### config.mk
export PLATFORM = sky130hd
export DESIGN_NAME = stack_with_max_min_query
export DESIGN_NICKNAME = d
export VERILOG_FILES = /design/src/hw/rtl/mms_pkg.sv /design/src/hw/rtl/stack_with_max_min_query.sv /design/src/hw/rtl/mms_core.sv /design/src/hw/rtl/mms_outq.sv
export SDC_FILE = /design/constraint.sdc
export NUM_CORES = 2
export LEC_CHECK = 0
export BUFFER_PORTS_ARGS = -buffer_cell sky130_fd_sc_hd__buf_4
export CORE_MARGIN = 4
export CORE_UTILIZATION = 57
export CTS_CLUSTER_DIAMETER = 40
export DETAILED_ROUTE_END_ITERATION = 12
export PLACE_DENSITY_LB_ADDON = 0.1
export SYNTH_ARGS = -nofsm -noshare
export SYNTH_HDL_FRONTEND = slang
export SYNTH_SLANG_ARGS = --single-unit
### constraint.sdc
create_clock -name i_clk -period 12.35 [get_ports i_clk]
set_input_delay 1.235 -clock i_clk [delete_from_list [all_inputs] [get_ports i_clk]]
set_output_delay 1.235 -clock i_clk [all_outputs]
set_load 0.03 [all_outputs]
### src/hw/rtl/mms_pkg.sv
// shared types and constants for the min/max stack
`default_nettype none

package mms_pkg;

    localparam int DEPTH_DEF      = 16;
    localparam int DATA_WIDTH_DEF = 32;

    typedef enum logic [1:0] {
        ACT_QUERY = 2'd0,
        ACT_PUSH  = 2'd1,
        ACT_POP   = 2'd2
    } t_action;

    typedef enum logic [1:0] {
        ST_OK        = 2'd0,
        ST_OVERFLOW  = 2'd1,
        ST_UNDERFLOW = 2'd2
    } t_status;

    typedef struct packed {
        t_status status;
        logic    is_empty;
        logic    is_full;
    } t_flags;

endpackage

`default_nettype wire

### src/hw/rtl/stack_with_max_min_query.sv
// Bounded LIFO stack of signed words with push, pop and query, reporting the
// popped word, a status code, empty/full flags, the entry count and the
// highest and lowest stored values after every transaction. One transaction
// is taken per clock cycle while input ready is high; its result is
// registered in the result buffer. The top level is held in registers and
// the level below it is prefetched every cycle from a DEPTH-row memory
// through its single read port. Highest and lowest come from per-level
// running max and min stored alongside each word. A two-entry result buffer
// lets one further transaction be accepted while a result is stalled; input
// ready drops only when both entries are occupied. No clearing pass is
// needed after reset.
`default_nettype none

module stack_with_max_min_query #(
    parameter int DEPTH      = mms_pkg::DEPTH_DEF,
    parameter int DATA_WIDTH = mms_pkg::DATA_WIDTH_DEF
) (
    input  wire logic                            i_clk,
    input  wire logic                            i_rst_n,
    input  wire logic                            i_in_valid,
    output logic                                 o_in_ready,
    input  wire logic [1:0]                      i_action,
    input  wire logic signed [DATA_WIDTH-1:0]    i_push_value,
    output logic                                 o_out_valid,
    input  wire logic                            i_out_ready,
    output logic signed [DATA_WIDTH-1:0]         o_popped_value,
    output logic [1:0]                           o_status,
    output logic                                 o_is_empty,
    output logic                                 o_is_full,
    output logic [$clog2(DEPTH+1)-1:0]           o_entry_count,
    output logic signed [DATA_WIDTH-1:0]         o_highest,
    output logic signed [DATA_WIDTH-1:0]         o_lowest
);

    localparam int CW = $clog2(DEPTH + 1);

    logic                         w_fire;
    logic signed [DATA_WIDTH-1:0] w_popped_value;
    mms_pkg::t_flags              w_flags;
    logic [CW-1:0]                w_entry_count;
    logic signed [DATA_WIDTH-1:0] w_highest;
    logic signed [DATA_WIDTH-1:0] w_lowest;
    mms_pkg::t_flags              w_out_flags;

    assign w_fire = i_in_valid && o_in_ready;

    mms_core #(
        .DEPTH      (DEPTH),
        .DATA_WIDTH (DATA_WIDTH)
    ) u_core (
        .i_clk          (i_clk),
        .i_rst_n        (i_rst_n),
        .i_fire         (w_fire),
        .i_action       (i_action),
        .i_push_value   (i_push_value),
        .o_popped_value (w_popped_value),
        .o_flags        (w_flags),
        .o_entry_count  (w_entry_count),
        .o_highest      (w_highest),
        .o_lowest       (w_lowest)
    );

    mms_outq #(
        .DEPTH      (DEPTH),
        .DATA_WIDTH (DATA_WIDTH)
    ) u_outq (
        .i_clk          (i_clk),
        .i_rst_n        (i_rst_n),
        .i_fire         (w_fire),
        .i_popped_value (w_popped_value),
        .i_flags        (w_flags),
        .i_entry_count  (w_entry_count),
        .i_highest      (w_highest),
        .i_lowest       (w_lowest),
        .i_out_ready    (i_out_ready),
        .o_in_ready     (o_in_ready),
        .o_out_valid    (o_out_valid),
        .o_popped_value (o_popped_value),
        .o_flags        (w_out_flags),
        .o_entry_count  (o_entry_count),
        .o_highest      (o_highest),
        .o_lowest       (o_lowest)
    );

    assign o_status   = w_out_flags.status;
    assign o_is_empty = w_out_flags.is_empty;
    assign o_is_full  = w_out_flags.is_full;

endmodule

`default_nettype wire

### src/hw/rtl/mms_core.sv
// stack state, level memory with cached top level, and per-transaction result logic
`default_nettype none

module mms_core #(
    parameter int DEPTH      = mms_pkg::DEPTH_DEF,
    parameter int DATA_WIDTH = mms_pkg::DATA_WIDTH_DEF
) (
    input  wire logic                            i_clk,
    input  wire logic                            i_rst_n,
    input  wire logic                            i_fire,
    input  wire logic [1:0]                      i_action,
    input  wire logic signed [DATA_WIDTH-1:0]    i_push_value,
    output logic signed [DATA_WIDTH-1:0]         o_popped_value,
    output mms_pkg::t_flags                      o_flags,
    output logic [$clog2(DEPTH+1)-1:0]           o_entry_count,
    output logic signed [DATA_WIDTH-1:0]         o_highest,
    output logic signed [DATA_WIDTH-1:0]         o_lowest
);

    localparam int CW = $clog2(DEPTH + 1);
    localparam int AW = $clog2(DEPTH);
    localparam int MW = 3 * DATA_WIDTH;
    localparam logic [CW-1:0] FULL_COUNT = CW'(DEPTH);

    logic [CW-1:0]                r_count;
    logic [CW-1:0]                n_count;
    logic signed [DATA_WIDTH-1:0] r_top_val;
    logic signed [DATA_WIDTH-1:0] r_top_max;
    logic signed [DATA_WIDTH-1:0] r_top_min;
    logic signed [DATA_WIDTH-1:0] n_top_val;
    logic signed [DATA_WIDTH-1:0] n_top_max;
    logic signed [DATA_WIDTH-1:0] n_top_min;
    logic [MW-1:0]                r_second;
    logic [MW-1:0]                r_mem [DEPTH];

    logic signed [DATA_WIDTH-1:0] w_new_max;
    logic signed [DATA_WIDTH-1:0] w_new_min;
    logic signed [DATA_WIDTH-1:0] w_popped;
    mms_pkg::t_status             w_status;
    logic                         w_wr_en;
    logic [CW-1:0]                w_rd_full;
    logic [AW-1:0]                w_rd_addr;

    // running max and min of the level being pushed
    assign w_new_max = (r_count == '0 || i_push_value > r_top_max) ? i_push_value : r_top_max;
    assign w_new_min = (r_count == '0 || i_push_value < r_top_min) ? i_push_value : r_top_min;

    always_comb begin
        n_count   = r_count;
        n_top_val = r_top_val;
        n_top_max = r_top_max;
        n_top_min = r_top_min;
        w_popped  = '0;
        w_status  = mms_pkg::ST_OK;
        w_wr_en   = 1'b0;
        if (i_fire) begin
            case (mms_pkg::t_action'(i_action))
                mms_pkg::ACT_PUSH: begin
                    if (r_count == FULL_COUNT) begin
                        w_status = mms_pkg::ST_OVERFLOW;
                    end else begin
                        n_count   = r_count + CW'(1);
                        n_top_val = i_push_value;
                        n_top_max = w_new_max;
                        n_top_min = w_new_min;
                        w_wr_en   = 1'b1;
                    end
                end
                mms_pkg::ACT_POP: begin
                    if (r_count == '0) begin
                        w_status = mms_pkg::ST_UNDERFLOW;
                    end else begin
                        n_count   = r_count - CW'(1);
                        w_popped  = r_top_val;
                        n_top_val = r_second[MW-1 -: DATA_WIDTH];
                        n_top_max = r_second[2*DATA_WIDTH-1 -: DATA_WIDTH];
                        n_top_min = r_second[DATA_WIDTH-1:0];
                    end
                end
                default: begin
                end
            endcase
        end
    end

    // level just below the next top, prefetched for a following pop
    assign w_rd_full = n_count - CW'(2);
    assign w_rd_addr = w_rd_full[AW-1:0];

    always_ff @(posedge i_clk) begin
        if (!i_rst_n) begin
            r_count <= '0;
        end else begin
            r_count <= n_count;
        end
    end

    always_ff @(posedge i_clk) begin
        r_top_val <= n_top_val;
        r_top_max <= n_top_max;
        r_top_min <= n_top_min;
    end

    always_ff @(posedge i_clk) begin
        if (w_wr_en) begin
            r_mem[r_count[AW-1:0]] <= {i_push_value, w_new_max, w_new_min};
        end
        r_second <= r_mem[w_rd_addr];
    end

    assign o_popped_value   = w_popped;
    assign o_flags.status   = w_status;
    assign o_flags.is_empty = (n_count == '0);
    assign o_flags.is_full  = (n_count == FULL_COUNT);
    assign o_entry_count    = n_count;
    assign o_highest        = (n_count != '0) ? n_top_max : '0;
    assign o_lowest         = (n_count != '0) ? n_top_min : '0;

endmodule

`default_nettype wire

### src/hw/rtl/mms_outq.sv
// two-entry result buffer: result register plus skid register
`default_nettype none

module mms_outq #(
    parameter int DEPTH      = mms_pkg::DEPTH_DEF,
    parameter int DATA_WIDTH = mms_pkg::DATA_WIDTH_DEF
) (
    input  wire logic                            i_clk,
    input  wire logic                            i_rst_n,
    input  wire logic                            i_fire,
    input  wire logic signed [DATA_WIDTH-1:0]    i_popped_value,
    input  wire mms_pkg::t_flags                 i_flags,
    input  wire logic [$clog2(DEPTH+1)-1:0]      i_entry_count,
    input  wire logic signed [DATA_WIDTH-1:0]    i_highest,
    input  wire logic signed [DATA_WIDTH-1:0]    i_lowest,
    input  wire logic                            i_out_ready,
    output logic                                 o_in_ready,
    output logic                                 o_out_valid,
    output logic signed [DATA_WIDTH-1:0]         o_popped_value,
    output mms_pkg::t_flags                      o_flags,
    output logic [$clog2(DEPTH+1)-1:0]           o_entry_count,
    output logic signed [DATA_WIDTH-1:0]         o_highest,
    output logic signed [DATA_WIDTH-1:0]         o_lowest
);

    localparam int CW = $clog2(DEPTH + 1);
    localparam int FW = $bits(mms_pkg::t_flags);
    localparam int RW = 3 * DATA_WIDTH + CW + FW;

    logic [RW-1:0] r_main;
    logic [RW-1:0] r_skid;
    logic [RW-1:0] n_main;
    logic [RW-1:0] n_skid;
    logic          r_main_valid;
    logic          r_skid_valid;
    logic          n_main_valid;
    logic          n_skid_valid;
    logic [RW-1:0] w_new;
    logic          w_take;

    assign w_new  = {i_popped_value, i_entry_count, i_highest, i_lowest, i_flags};
    assign w_take = r_main_valid && i_out_ready;

    always_comb begin
        n_main       = r_main;
        n_skid       = r_skid;
        n_main_valid = r_main_valid;
        n_skid_valid = r_skid_valid;
        if (r_skid_valid) begin
            if (w_take) begin
                n_main       = r_skid;
                n_skid_valid = 1'b0;
            end
        end else if (i_fire) begin
            if (!r_main_valid || w_take) begin
                n_main       = w_new;
                n_main_valid = 1'b1;
            end else begin
                n_skid       = w_new;
                n_skid_valid = 1'b1;
            end
        end else if (w_take) begin
            n_main_valid = 1'b0;
        end
    end

    always_ff @(posedge i_clk) begin
        if (!i_rst_n) begin
            r_main_valid <= 1'b0;
            r_skid_valid <= 1'b0;
        end else begin
            r_main_valid <= n_main_valid;
            r_skid_valid <= n_skid_valid;
        end
    end

    always_ff @(posedge i_clk) begin
        r_main <= n_main;
        r_skid <= n_skid;
    end

    assign o_in_ready     = !r_skid_valid;
    assign o_out_valid    = r_main_valid;
    assign o_popped_value = r_main[RW-1 -: DATA_WIDTH];
    assign o_entry_count  = r_main[RW-DATA_WIDTH-1 -: CW];
    assign o_highest      = r_main[2*DATA_WIDTH+FW-1 -: DATA_WIDTH];
    assign o_lowest       = r_main[DATA_WIDTH+FW-1 -: DATA_WIDTH];
    assign o_flags        = mms_pkg::t_flags'(r_main[FW-1:0]);

endmodule

`default_nettype wire

==> out/results.txt <==
outcome - completed
P_leak - 0.0353 uW
Nets - 4859
Pwr Density - 177 mW/mm2
initial antenna violation count - 19
Post-DP Area - 0.0830 mm2
Period Utilization, post-route - 49.6%
HP Class - reg2reg
hold_buf cts - 0
Slew headroom - 15.4%
Starting Density - 57.4%
post-synthesis sequential area ratio - 70.9%
I/O pin total - 145
drc violations - 0
Synth top area share - 66.8%
GP Congestion - 0.825
initial drt markers - 5467
Worst Path Max Fanout - 123
die height - 383 um
Max clock buf depth - 3
Synth Register Bits - 1945
CORE AREA - 0.139 mm2
RSZ-0062 raised after global routing - false
yosys warns - 0
number of nets with antenna violations after routing - 0
Placement Rows - 137
Synth-to-Final Area Change - 13.7%
drt first pass iters - 7
most common cell in the netlist - edfxtp_1
die area - 0.146 mm2
Max Clock Skew - 0.0279 ns
Fin Hold WS - 0.515 ns
Worst setup SP type - flop
Period minus WS final - 6.12 ns
CTS tree - done
vias in the first global route - 42300
largest net degree at the start of global routing - 128
max-cap violations - 0
drt total wl - 206000 um
clock root buffer - clkbuf_16
CP Capture Type - flop
Wirelength per Cell - 30.1 um
Post-Syn Area - 0.0800 mm2
Slew Viols, Final - 0
VDD IR max - 0.000144 V
Setup TNS - 0 ns
Crit Path Category - reg2reg
Final Hold Viols - 0
WP data required - 13.10 ns
layout cells sized above 1 - 19.3%
Skew-Pair Late Insertion Delay - 0.83 ns
Clock Sinks - 1945
H-tree depth - 4
Port Buf Inserts - 144
Setup Viol. Count Final - 0
worst-margin pin slew - 1.27 ns
cells after synthesis - 4556
overall power - 16100 uW
final instance area - 0.0909 mm2
postcts setup bufs - 0
via count - 43300
Yosys top cell by area - edfxtp_1
synth top area cells - edfxtp_1, mux2i_1, mux4_2
Clock transition at path regs - 0.06 ns
vias per inst - 6.34
Post-synth EDFFs - 1778
overflow left after global routing - 0
Num CTS Buffers - 230
DP Wirelength - 110000 um
Max Fclk - 163 MHz
first-pass GRT wire length - 296000 um
ys async rst share - 0%
count of different cell masters after synthesis - 63
R2R setup slack - 6.23 ns
GRT Total Usage - 27.9%
Avg Cell Area, Syn - 17.6 um2
Top FF cell, synth - edfxtp_1
Syn Nets - 4665
Die Span X - 383 um
critical path arrival - 6.88 ns
# resized after CTS - 0
synth cell count leaders - edfxtp_1, mux2i_1, mux4_2, dfxtp_1, clkbuf_1
-- registers in the layout (all words and copies together), names as in the netlist --
signal               count
u_core.r_count           5
u_core.r_mem          1536
u_core.r_second         96
u_core.r_top_max        32
u_core.r_top_min        32
u_core.r_top_val        32
u_outq.o_out_valid       1
u_outq.r_main          105
u_outq.r_skid          105
u_outq.r_skid_valid      1
-- cells by family (layout without fill, tap and decap cells) --
group           Yosys count  count (layout)  synth area share [%]
buf+inv                 358             755                  2.26
fa+ha+maj                71              71                  1.11
simple gates            647             647                  4.38
compound gates          316             316                  2.84
xor+xnor                  2               2                0.0219
mux                    1217            1217                  18.4
flops                  1945            1945                  70.9
other cells               0               3                     0
-- power breakdown --
part           total, uW  internal [uW]  switching, uW  leakage, uW
combinational       1540            561            981       0.0138
clock               6910           4180           2720      0.00384
sequential          7630           7450            189       0.0176
-- worst max-delay path, cell delays in order, from the launching register on --
cell and delay [ns]:
dfxtp_1 0.42, inv_1 0.20, ha_1 0.28, or4b_4 0.66, nand2_2 0.18, a21oi_1 0.12
o221ai_4 0.24, buf_12 0.53, buf_4 0.88, buf_12 0.63, buf_12 0.70, mux2i_1 0.19
mux4_2 0.49, mux2i_1 0.14
-- cells in the final DEF (no fill, tap or decap), types with 19 or more instances in the layout --
cell and n:
nor2_1 112, clkbuf_16 234, mux2_2 98, clkinv_1 22, mux2_1 29, buf_4 234, nand3_1 72, a221o_1 34
inv_6 27, nand2_1 75, clkinv_2 28, and2_1 37, nor4_1 35, clkinvlp_4 19, o21ai_0 51, nor4b_1 32
bufinv_16 29, clkbuf_1 36, mux4_2 192, ha_1 68, a22oi_1 63, edfxtp_1 1778, nand3b_1 30, a221oi_1 34
o41ai_1 32, dfxtp_1 166, clkinv_4 20, inv_1 76, a21oi_1 28, mux2i_1 898, nor3_1 68, o21ai_1 36
and3_1 127
-- worst paths after layout --
path	startpoint	end	cells past startpoint
max	u_core.r_count[0]$_SDFF_PN0_	u_core.r_second[50]$_DFF_P_	13
min	u_core.r_second[75]$_DFF_P_	u_core.r_top_val[11]$_DFFE_PP_	1
max reg2reg	u_core.r_count[0]$_SDFF_PN0_	u_core.r_second[50]$_DFF_P_	13
min reg2reg	u_core.r_second[75]$_DFF_P_	u_core.r_top_val[11]$_DFFE_PP_	1
-- layer usage --
layer | up-vias | track usage [%] | wire length (um)
met1 | 22200 | 40.6 | 86000
li1 | 18700 | - | -
met3 | 309 | 5.73 | 18900
met5 | - | 0 | 13
met4 | 2 | 8.43 | 5420
met2 | 2096 | 43.1 | 95300
-- cell type report --
cell class | instances | area [um2]
clock inverter | 153 | 1780
tap | 1876 | 2350
antenna | 3 | 7.51
fill | 9508 | 48400
timing repair buffer | 240 | 1880
inverter | 80 | 308
sequential | 1945 | 56700
clock buffer | 282 | 6160
multi-input combinational | 2253 | 21700
-- stage by stage --
stage          util (%)  setup WS (ns)  cells
4_1_cts            65.2           6.13   6829
6_report           65.2           6.23   6832
3_5_place_dp       59.5           5.40   6394
2_1_floorplan         -           2.71   4556
5_1_grt            65.2           5.81   6830
3_3_place_gp       59.5           5.44   6394
(Power assumes the default switching activity.)
